--- config.mk ---
export PLATFORM = sky130hd
export DESIGN_NAME = lgs_param_pipe
export DESIGN_NICKNAME = d
export VERILOG_FILES = /design/src/hw/rtl/lgs_pkg.sv /design/src/hw/rtl/lgs_param_pipe.sv
export SDC_FILE = /design/constraint.sdc
export NUM_CORES = 2
export LEC_CHECK = 0
export BUFFER_PORTS_ARGS = -buffer_cell sky130_fd_sc_hd__buf_2
export CAP_MARGIN = 30
export CELL_PAD_IN_SITES_DETAIL_PLACEMENT = 1
export CELL_PAD_IN_SITES_GLOBAL_PLACEMENT = 2
export CORE_UTILIZATION = 30
export DETAILED_ROUTE_END_ITERATION = 8
export GPL_TIMING_DRIVEN = 0
export PLACE_DENSITY = 0.64
export SYNTH_ARGS = -nofsm -noshare
export SYNTH_HDL_FRONTEND = slang
export SYNTH_SLANG_ARGS = --single-unit
--- constraint.sdc ---
create_clock -name clk_i -period 6.7 [get_ports clk_i]
set_input_delay 0.335 -clock clk_i [delete_from_list [all_inputs] [get_ports clk_i]]
set_output_delay 0.335 -clock clk_i [all_outputs]
set_load 0.01 [all_outputs]
--- src/hw/rtl/lgs_pkg.sv ---
// Types, constants and a helper function of the linear gradient shader.
package lgs_pkg;

  localparam int LGS_MAX_STOPS = 16;

  // Product of a Q7.32 coefficient and a 12-bit coordinate, and the sum of three terms.
  localparam int LGS_PROD_W = 53;
  localparam int LGS_SUM_W  = 55;

  localparam logic [32:0] LGS_ONE_Q32 = 33'h1_0000_0000;

  // Configuration port geometry: 64-bit registers at byte address 8*i.
  localparam int LGS_APB_AW = 6;
  localparam int LGS_APB_DW = 64;

  localparam logic [2:0] LGS_REG_COEFF_X      = 3'd0;
  localparam logic [2:0] LGS_REG_COEFF_Y      = 3'd1;
  localparam logic [2:0] LGS_REG_COEFF_OFFSET = 3'd2;
  localparam logic [2:0] LGS_REG_TILE_MODE    = 3'd3;
  localparam logic [2:0] LGS_REG_STOP_COUNT   = 3'd4;

  typedef enum logic [1:0] {
    TILE_CLAMP  = 2'd0,
    TILE_REPEAT = 2'd1,
    TILE_MIRROR = 2'd2
  } tile_e;

  typedef enum logic [0:0] {
    CMD_LOAD  = 1'b0,
    CMD_SHADE = 1'b1
  } cmd_e;

  typedef struct packed {
    logic signed [39:0] coeff_x;
    logic signed [39:0] coeff_y;
    logic signed [39:0] coeff_offset;
    tile_e              tile_mode;
    logic [4:0]         stop_count;
  } cfg_t;

  // One colour stop, each channel unsigned Q1.12 in [0, 4096].
  typedef struct packed {
    logic [12:0] r;
    logic [12:0] g;
    logic [12:0] b;
    logic [12:0] a;
  } stop_t;

  // Shade transaction leaving the parameter pipeline towards the colour pipeline.
  typedef struct packed {
    logic        valid;
    logic        span_end;
    logic [31:0] frac;
  } seg_t;

  function automatic int lgs_idx_w(input int depth);
    return (depth > 1) ? $clog2(depth) : 1;
  endfunction

endpackage

--- src/hw/rtl/lgs_param_pipe.sv ---
// Stages 1 to 4: gradient parameter, tiling and stop segment selection.
module lgs_param_pipe import lgs_pkg::*; #(
  parameter int MAX_STOPS = LGS_MAX_STOPS
) (
  input  logic                                  clk_i,
  input  logic                                  rst_ni,
  input  cfg_t                                  cfg_i,
  input  logic                                  valid_i,
  output logic                                  stall_o,
  input  logic [0:0]                            command_i,
  input  logic [11:0]                           pixel_x_i,
  input  logic [11:0]                           pixel_y_i,
  input  logic                                  row_end_i,
  input  logic [3:0]                            stop_index_i,
  input  logic signed [15:0]                    red_in_i,
  input  logic signed [15:0]                    green_in_i,
  input  logic signed [15:0]                    blue_in_i,
  input  logic signed [15:0]                    alpha_in_i,
  input  logic                                  dn_en_i,
  output seg_t                                  seg_o,
  output logic [lgs_idx_w(MAX_STOPS)-1:0]       rd_lo_o,
  output logic [lgs_idx_w(MAX_STOPS)-1:0]       rd_hi_o,
  output logic                                  wr_en_o,
  output logic [lgs_idx_w(MAX_STOPS)-1:0]       wr_idx_o,
  output stop_t                                 wr_stop_o
);

  localparam int IdxW = lgs_idx_w(MAX_STOPS);
  localparam int CntW = $clog2(MAX_STOPS + 1);
  localparam int PW   = 32 + IdxW;
  localparam logic signed [LGS_SUM_W-1:0] TOne = LGS_SUM_W'(LGS_ONE_Q32);

  function automatic logic [12:0] pin(input logic signed [15:0] s);
    logic [12:0] r;
    if (s < 16'sd0) begin
      r = 13'd0;
    end else if (s > 16'sd4096) begin
      r = 13'd4096;
    end else begin
      r = s[12:0];
    end
    return r;
  endfunction

  logic [4:1] v_q;
  logic [4:1] en;

  logic [4:1] shade_q;
  logic [4:1] span_q;
  logic [4:1] ok_q;
  logic [IdxW-1:0] widx_q [4:1];
  stop_t           wstop_q [4:1];

  logic signed [LGS_PROD_W-1:0] mx1_q, my1_q, mx_d, my_d;
  logic signed [LGS_SUM_W-1:0]  ts2_q, ts_d;
  logic [31:0]     t3_q;
  logic            end3_q;
  logic [IdxW-1:0] eidx3_q, n3_q;
  logic [IdxW-1:0] lo4_q, hi4_q;
  logic [31:0]     f4_q;

  logic [32:0]     t, m;
  logic [CntW-1:0] cnt;
  logic [IdxW-1:0] n;
  logic            is_zero, is_full;
  logic [PW-1:0]   prod;
  logic [IdxW-1:0] idx, lo_d, hi_d;
  logic [31:0]     f_d;
  logic [IdxW-1:0] widx_d;
  stop_t           wstop_d;
  logic            ok_d;

  // A stage takes a new transaction when it is empty or its content moves on.
  assign en[4]   = !v_q[4] || dn_en_i;
  assign en[3]   = !v_q[3] || en[4];
  assign en[2]   = !v_q[2] || en[3];
  assign en[1]   = !v_q[1] || en[2];
  assign stall_o = !en[1];

  always_ff @(posedge clk_i or negedge rst_ni) begin
    if (!rst_ni) begin
      v_q <= '0;
    end else begin
      if (en[1]) v_q[1] <= valid_i;
      if (en[2]) v_q[2] <= v_q[1];
      if (en[3]) v_q[3] <= v_q[2];
      if (en[4]) v_q[4] <= v_q[3];
    end
  end

  // Stage 1: coordinate products and stop pinning.
  always_comb begin
    mx_d = cfg_i.coeff_x * $signed({1'b0, pixel_x_i});
    my_d = cfg_i.coeff_y * $signed({1'b0, pixel_y_i});
    wstop_d.r = pin(red_in_i);
    wstop_d.g = pin(green_in_i);
    wstop_d.b = pin(blue_in_i);
    wstop_d.a = pin(alpha_in_i);
    widx_d = IdxW'({{IdxW{1'b0}}, stop_index_i});
    ok_d   = 32'(stop_index_i) < MAX_STOPS;
  end

  // Stage 3: tiling, clamping and end stop detection.
  always_comb begin
    if (cfg_i.stop_count == 5'd0) begin
      cnt = CntW'(1);
    end else if (32'(cfg_i.stop_count) > MAX_STOPS) begin
      cnt = CntW'(MAX_STOPS);
    end else begin
      cnt = CntW'(cfg_i.stop_count);
    end
    n = IdxW'(cnt - CntW'(1));
    m = ts2_q[32:0];
    unique case (cfg_i.tile_mode)
      TILE_REPEAT: begin
        t = {1'b0, ts2_q[31:0]};
      end
      TILE_MIRROR: begin
        if (m > LGS_ONE_Q32) begin
          t = 33'(34'h2_0000_0000 - {1'b0, m});
        end else begin
          t = m;
        end
      end
      default: begin
        if (ts2_q[LGS_SUM_W-1]) begin
          t = '0;
        end else if (ts2_q > TOne) begin
          t = LGS_ONE_Q32;
        end else begin
          t = ts2_q[32:0];
        end
      end
    endcase
    is_zero = (t == '0) || (n == '0);
    is_full = t[32];
  end

  // Stage 4: segment index and local fraction. End stops blend with a zero fraction.
  always_comb begin
    prod = PW'(t3_q) * PW'(n3_q);
    idx  = prod[PW-1:32];
    if (idx >= n3_q) begin
      idx = n3_q - IdxW'(1);
    end
    if (end3_q) begin
      lo_d = eidx3_q;
      hi_d = eidx3_q;
      f_d  = '0;
    end else begin
      lo_d = idx;
      hi_d = idx + IdxW'(1);
      f_d  = prod[31:0];
    end
  end

  always_ff @(posedge clk_i) begin
    if (en[1]) begin
      shade_q[1] <= (command_i == CMD_SHADE);
      span_q[1]  <= row_end_i;
      ok_q[1]    <= ok_d;
      widx_q[1]  <= widx_d;
      wstop_q[1] <= wstop_d;
      mx1_q      <= mx_d;
      my1_q      <= my_d;
    end
    if (en[2]) begin
      shade_q[2] <= shade_q[1];
      span_q[2]  <= span_q[1];
      ok_q[2]    <= ok_q[1];
      widx_q[2]  <= widx_q[1];
      wstop_q[2] <= wstop_q[1];
      ts2_q      <= LGS_SUM_W'(mx1_q) + LGS_SUM_W'(my1_q) + LGS_SUM_W'(cfg_i.coeff_offset);
    end
    if (en[3]) begin
      shade_q[3] <= shade_q[2];
      span_q[3]  <= span_q[2];
      ok_q[3]    <= ok_q[2];
      widx_q[3]  <= widx_q[2];
      wstop_q[3] <= wstop_q[2];
      t3_q       <= t[31:0];
      end3_q     <= is_zero || is_full;
      eidx3_q    <= is_zero ? '0 : n;
      n3_q       <= n;
    end
    if (en[4]) begin
      shade_q[4] <= shade_q[3];
      span_q[4]  <= span_q[3];
      ok_q[4]    <= ok_q[3];
      widx_q[4]  <= widx_q[3];
      wstop_q[4] <= wstop_q[3];
      lo4_q      <= lo_d;
      hi4_q      <= hi_d;
      f4_q       <= f_d;
    end
  end

  // A load writes the stop table as it leaves stage 4, in order with the reads.
  assign wr_en_o        = v_q[4] && !shade_q[4] && ok_q[4] && dn_en_i;
  assign wr_idx_o       = widx_q[4];
  assign wr_stop_o      = wstop_q[4];
  assign rd_lo_o        = lo4_q;
  assign rd_hi_o        = hi4_q;
  assign seg_o.valid    = v_q[4] && shade_q[4];
  assign seg_o.span_end = span_q[4];
  assign seg_o.frac     = f4_q;

endmodule

==> impl_table.tex <==
\begin{tabular}{lr}
\hline
Metric & Value \\
\hline
\multicolumn{2}{l}{\textbf{Status}} \\
\quad Result of the run & finished, final reports clean \\
\multicolumn{2}{l}{\textbf{CTS}} \\
\quad Clock slew at the register clock pins of the worst setup and hold paths & roughly 0.060 ns \\
\quad Number of buffers created by CTS & 58 \\
\quad Clock tree from TritonCTS & done \\
\quad Clk buf depth & 3 \\
\quad Clock insertion delay at the later pin of the skew report & between 0.6 and 0.7 ns \\
\quad Clock root buffer master & sky130\_fd\_sc\_hd\_\_clkbuf\_16 \\
\quad H-tree depth & 2 \\
\quad Clk sinks & about 480 \\
\multicolumn{2}{l}{\textbf{Critical path}} \\
\quad Crit-path max FO & 10 \\
\quad Kind of launch point of the worst setup path & input port \\
\quad Critical path cell sequence & clkbuf\_1 > and2\_1 > fa\_1 > inv\_1 > fa\_1 > inv\_1 > fa\_1 > fa\_1 > inv\_1 > fa\_1 > inv\_1 > ha\_1 > a2111o\_1 > o221a\_2 > o311ai\_1 > o2111ai\_1 > a41oi\_1 > o21ai\_0 > a221o\_1 > a21oi\_1 > xnor2\_1 \\
\quad Critical Path Most Common Cell & sky130\_fd\_sc\_hd\_\_fa\_1 \\
\quad CP peak stage delay & 0.54 ns \\
\quad Buffers \& Inverters on Critical Path & 5 \\
\quad CP Class & in -> reg \\
\quad Slowest stage cell on the critical path & sky130\_fd\_sc\_hd\_\_fa\_1 \\
\quad CP arrival & 6.88 ns \\
\quad Cell family with the largest share of critical-path delay & adder cells \\
\quad CP Capture Type & flop \\
\quad Worst Path Required & slightly above 7 ns \\
\multicolumn{2}{l}{\textbf{Logic synthesis}} \\
\quad Synthesized flop and latch total & 478 \\
\quad Synth Flop Type & sky130\_fd\_sc\_hd\_\_edfxtp\_1 \\
\quad Share of synthesized registers carrying an async set or reset & 0.8368\% \\
\quad Total number of yosys warnings & 0 \\
\quad Largest cells by area after synthesis & sky130\_fd\_sc\_hd\_\_fa\_1 33\%, sky130\_fd\_sc\_hd\_\_edfxtp\_1 25\%, sky130\_fd\_sc\_hd\_\_inv\_1 7.4\% \\
\quad Synthesized net count & about 7300 \\
\quad Post-synth EDFFs & 474 \\
\quad Fraction of the yosys area taken by sequential cells & 24.88\% \\
\quad Most area-hungry cell type in the Yosys netlist & sky130\_fd\_sc\_hd\_\_fa\_1 \\
\quad Count of distinct cell types in the synthesized netlist & 82 \\
\quad Syn Std Cell Area & 57620 sq um \\
\quad Syn Inst Count & 5790 \\
\quad Synthesized area divided by synthesized cell count & 9.951 sq um \\
\quad Fraction of synthesized cell area taken by the top area cell type & 33.01\% \\
\multicolumn{2}{l}{\textbf{Die}} \\
\quad Number of core rows & 160 \\
\quad Die Ht & around 440 microns \\
\quad Starting utilization of the core area & a little under a third \\
\quad Floorplan die area & 193800 sq um \\
\quad Std-Cell Core Area & 190400 sq um \\
\quad Number of top-level design ports & 325 \\
\quad Width of the chip & 440.3 microns \\
\multicolumn{2}{l}{\textbf{Detailed routing}} \\
\quad Met2 routed wirelength & 97.65 mm \\
\quad Via Count & just over 40000 \\
\quad Total length of routed wires & 179.5 mm \\
\quad Vias per inst & 4.670 \\
\quad Post-detailed-route count of antenna-violating nets & 0 \\
\quad Total DRC errors in the routed layout & 0 \\
\quad Top routing layer used & met5 \\
\quad Routed met1 length & a little over 70 mm \\
\quad Number of design-rule violations left by the first detailed-router iteration & 1750 \\
\quad Iteration count of the initial detailed-routing pass & 5 \\
\quad Met3 wire length & 4.753 mm \\
\quad Average wire per cell in the routed design & 20.44 microns \\
\multicolumn{2}{l}{\textbf{Timing}} \\
\quad Final setup slack of the worst path & 0.1675 ns \\
\quad Max frequency & 0.1531 GHz \\
\quad Number of max-slew violations in the final report & 0 \\
\quad Hold violation count in the final report & 0 \\
\quad Worst-case clock skew & about 0.099 ns \\
\quad Fin Hold WS & 0.03486 ns \\
\quad Sum of negative setup slack & 0 ns \\
\quad Transition at the pin with the smallest max-transition slack & 0.9913 ns \\
\quad Unrepaired setup endpoints after global routing & yes \\
\quad Endpoints failing setup & 0 \\
\quad Slew headroom & 33.91\% \\
\quad Post-route minimum period & 6.533 ns \\
\quad Portion of the clock cycle consumed by the worst path in the final layout & between 90\% and 100\% \\
\multicolumn{2}{l}{\textbf{GRT}} \\
\quad Global-route congestion overflow total & 0 \\
\quad Wire length of the first global-routing pass & roughly 270 mm \\
\quad Overall track demand over capacity in global routing & 18.64\% \\
\quad Pin count of the biggest net entering global routing & 58 \\
\quad Via count of the first global-routing pass & 45300 \\
\quad Initial antenna violation count & 28 \\
\multicolumn{2}{l}{\textbf{Power and ir drop}} \\
\quad Switching portion of total power & between 40 and 50\% \\
\quad Power per cell area & 582.3 nW/um\^{}2 \\
\quad Net load switching power & 18.59 mW \\
\quad Internal power contribution & a little under 20 mW \\
\quad Fraction of power consumed by sequential logic & 16.9\% \\
\quad VDD IR max & 380.5 uV \\
\quad Proportion of power drawn by combinational gates & roughly 75\% \\
\quad Leak & 30.33 nW \\
\quad Share of total power in the clock network & 8.3\% \\
\multicolumn{2}{l}{\textbf{Place}} \\
\quad Post-Place Worst Slack & -1.199 ns \\
\quad Number of buffers added on ports & 300 \\
\quad Post-detail-place hpwl & 154.1 mm \\
\quad Gpl congestion & between 0.8 and 0.9 \\
\multicolumn{2}{l}{\textbf{Final layout}} \\
\quad Final core utilization & 34.30\% \\
\quad Final layout net count & 7725 \\
\quad Share of post-route cells with drive strength above 1 & 9.181\% \\
\quad Layout area overhead & 13.35\% \\
\multicolumn{2}{l}{\textbf{Min path}} \\
\quad Min-Delay Path Class & in -> reg \\
\multicolumn{2}{l}{\textbf{Flow run}} \\
\quad Number of max-cap violations & 0 \\
\hline
\end{tabular}
-- power groups by stage --
stage          Sequential (mW)  Combinational [mW]  Clock [mW]
2_1_floorplan             6.26                20.9           0
3_3_place_gp              6.55                28.5           0
3_5_place_dp              6.51                28.8           0
4_1_cts                   6.45                29.1        3.26
5_1_grt                   6.51                32.5        3.36
6_report                  6.41                28.5        3.15
-- worst reg2reg max path: stages, from the launching register on --
cell and delay, ns:
sky130_fd_sc_hd__edfxtp_1 0.42, sky130_fd_sc_hd__buf_4 0.20, sky130_fd_sc_hd__clkbuf_1 0.21, sky130_fd_sc_hd__and2_1 0.21, sky130_fd_sc_hd__fa_1 0.53, sky130_fd_sc_hd__inv_1 0.05
sky130_fd_sc_hd__fa_1 0.47, sky130_fd_sc_hd__inv_1 0.04, sky130_fd_sc_hd__ha_1 0.39, sky130_fd_sc_hd__and4_1 0.32, sky130_fd_sc_hd__nand4_1 0.24, sky130_fd_sc_hd__a2111oi_2 0.33
sky130_fd_sc_hd__buf_1 0.23, sky130_fd_sc_hd__o311ai_0 0.16, sky130_fd_sc_hd__buf_2 0.18, sky130_fd_sc_hd__o21a_1 0.23, sky130_fd_sc_hd__nand2_1 0.12, sky130_fd_sc_hd__ha_1 0.23
sky130_fd_sc_hd__nand2b_1 0.14, sky130_fd_sc_hd__a21o_1 0.17, sky130_fd_sc_hd__a21o_1 0.20, sky130_fd_sc_hd__a21oi_4 0.24, sky130_fd_sc_hd__buf_4 0.22, sky130_fd_sc_hd__nand2_1 0.08
sky130_fd_sc_hd__o221ai_2 0.24, sky130_fd_sc_hd__a311o_1 0.17, sky130_fd_sc_hd__nand3_1 0.08
-- cells in the final DEF (no fill, tap or decap), types with 61 or more instances in the layout --
| master | n |
|---|---|
| sky130_fd_sc_hd__inv_1 | 1139 |
| sky130_fd_sc_hd__fa_1 | 950 |
| sky130_fd_sc_hd__nand2_1 | 763 |
| sky130_fd_sc_hd__and2_1 | 502 |
| sky130_fd_sc_hd__edfxtp_1 | 474 |
| sky130_fd_sc_hd__ha_1 | 333 |
| sky130_fd_sc_hd__buf_2 | 307 |
| sky130_fd_sc_hd__a21oi_1 | 200 |
| sky130_fd_sc_hd__clkbuf_1 | 175 |
| sky130_fd_sc_hd__nor2_1 | 159 |
| sky130_fd_sc_hd__o21ai_0 | 121 |
| sky130_fd_sc_hd__xnor2_1 | 121 |
| sky130_fd_sc_hd__a21o_1 | 99 |
| sky130_fd_sc_hd__buf_4 | 61 |
-- registers in the layout, indices dropped and copies added, names as in the netlist, 4 cells and up --
name,flops
wstop_q,208
ts2_q,55
mx1_q,53
my1_q,53
f4_q,32
t3_q,32
widx_q,16
eidx3_q,4
n3_q,4
rd_hi_o,4
rd_lo_o,4
shade_q,4
span_q,4
v_q,4
-- cells by family after synthesis --
group	synth area share, %
fa+ha+maj	40.24
compound gates	7.563
simple gates	14.84
flops	24.88
xor+xnor	2.645
mux	0.08903
buf+inv	9.746
-- cells in the mapped netlist, drive strengths merged (10+ instances only) --
| master | count |
|---|---|
| and4 | 10 |
| or4 | 10 |
| o211ai | 18 |
| nand4 | 29 |
| ha | 333 |
| nor2 | 160 |
| o21a | 28 |
| a211oi | 27 |
| nor4 | 23 |
| or2 | 17 |
| nand2b | 26 |
| inv | 1140 |
| or3 | 15 |
| a2111oi | 11 |
| and2 | 502 |
| o21ai | 131 |
| xnor2 | 121 |
| buf | 65 |
| nand3 | 49 |
| a21oi | 201 |
| nand2 | 765 |
| xor2 | 53 |
| o21bai | 23 |
| fa | 950 |
| o31ai | 20 |
| a31oi | 33 |
| nor3 | 48 |
| clkbuf | 231 |
| edfxtp | 474 |
| a21o | 99 |
| nor2b | 33 |
| and3 | 26 |
-- cell type report --
type | count | area [sq um]
Clock buffer | 65 | 1478
Buffer | 282 | 1349
Clock inverter | 41 | 451.7
Fill cell | 21700 | 125100
Timing Repair Buffer | 381 | 2442
Multi-Input combinational cell | 3876 | 37810
Tap cell | 2511 | 3142
Inverter | 1140 | 4282
Sequential cell | 478 | 14330
Antenna cell | 9 | 22.52
-- layer usage --
layer | track usage (%) | vias up
met3 | 1.606 | 197
met1 | 21.75 | 21180
met4 | 5.561 | 2
met5 | 0 | -
li1 | - | 19010
met2 | 35.70 | 638
-- repair_timing --
action                                  CTS  global route
resized for setup                        39            73
setup buffers                             3             0
hold buffers                             54             0
endpoints found under the hold margin    54             0
endpoints found under the setup margin   22            25
-- final timing paths --
kind                                      startpoint  slack [ns]                           end  cells after the start
max reg2reg                        n3_q[1]$_DFFE_PP_        0.34          rd_hi_o[3]$_DFFE_PP_                     26
min in group asynchronous                     rst_ni        0.56            v_q[2]$_DFFE_PN0P_                      3
min                                    alpha_in_i[4]        0.03  wstop_q[0][56]$_SDFFCE_PP0N_                      2
min reg2reg                wstop_q[0][202]$_DFFE_PP_        0.39     wstop_q[0][254]$_DFFE_PP_                      0
max in group asynchronous                     rst_ni        5.95            v_q[1]$_DFFE_PN0N_                      3
max                                     pixel_x_i[1]        0.17           mx1_q[46]$_DFFE_PN_                     21
-- through the flow --
stage	area (sq um)	instances	power, mW
floorplan	57630	5790	27.20
global placement	62270	8601	35.04
global route	65310	8781	42.41
detailed placement	62670	8625	35.31
CTS	65200	8780	38.80
finish	65310	8783	38.03
Power figures use the tool's default switching activity.
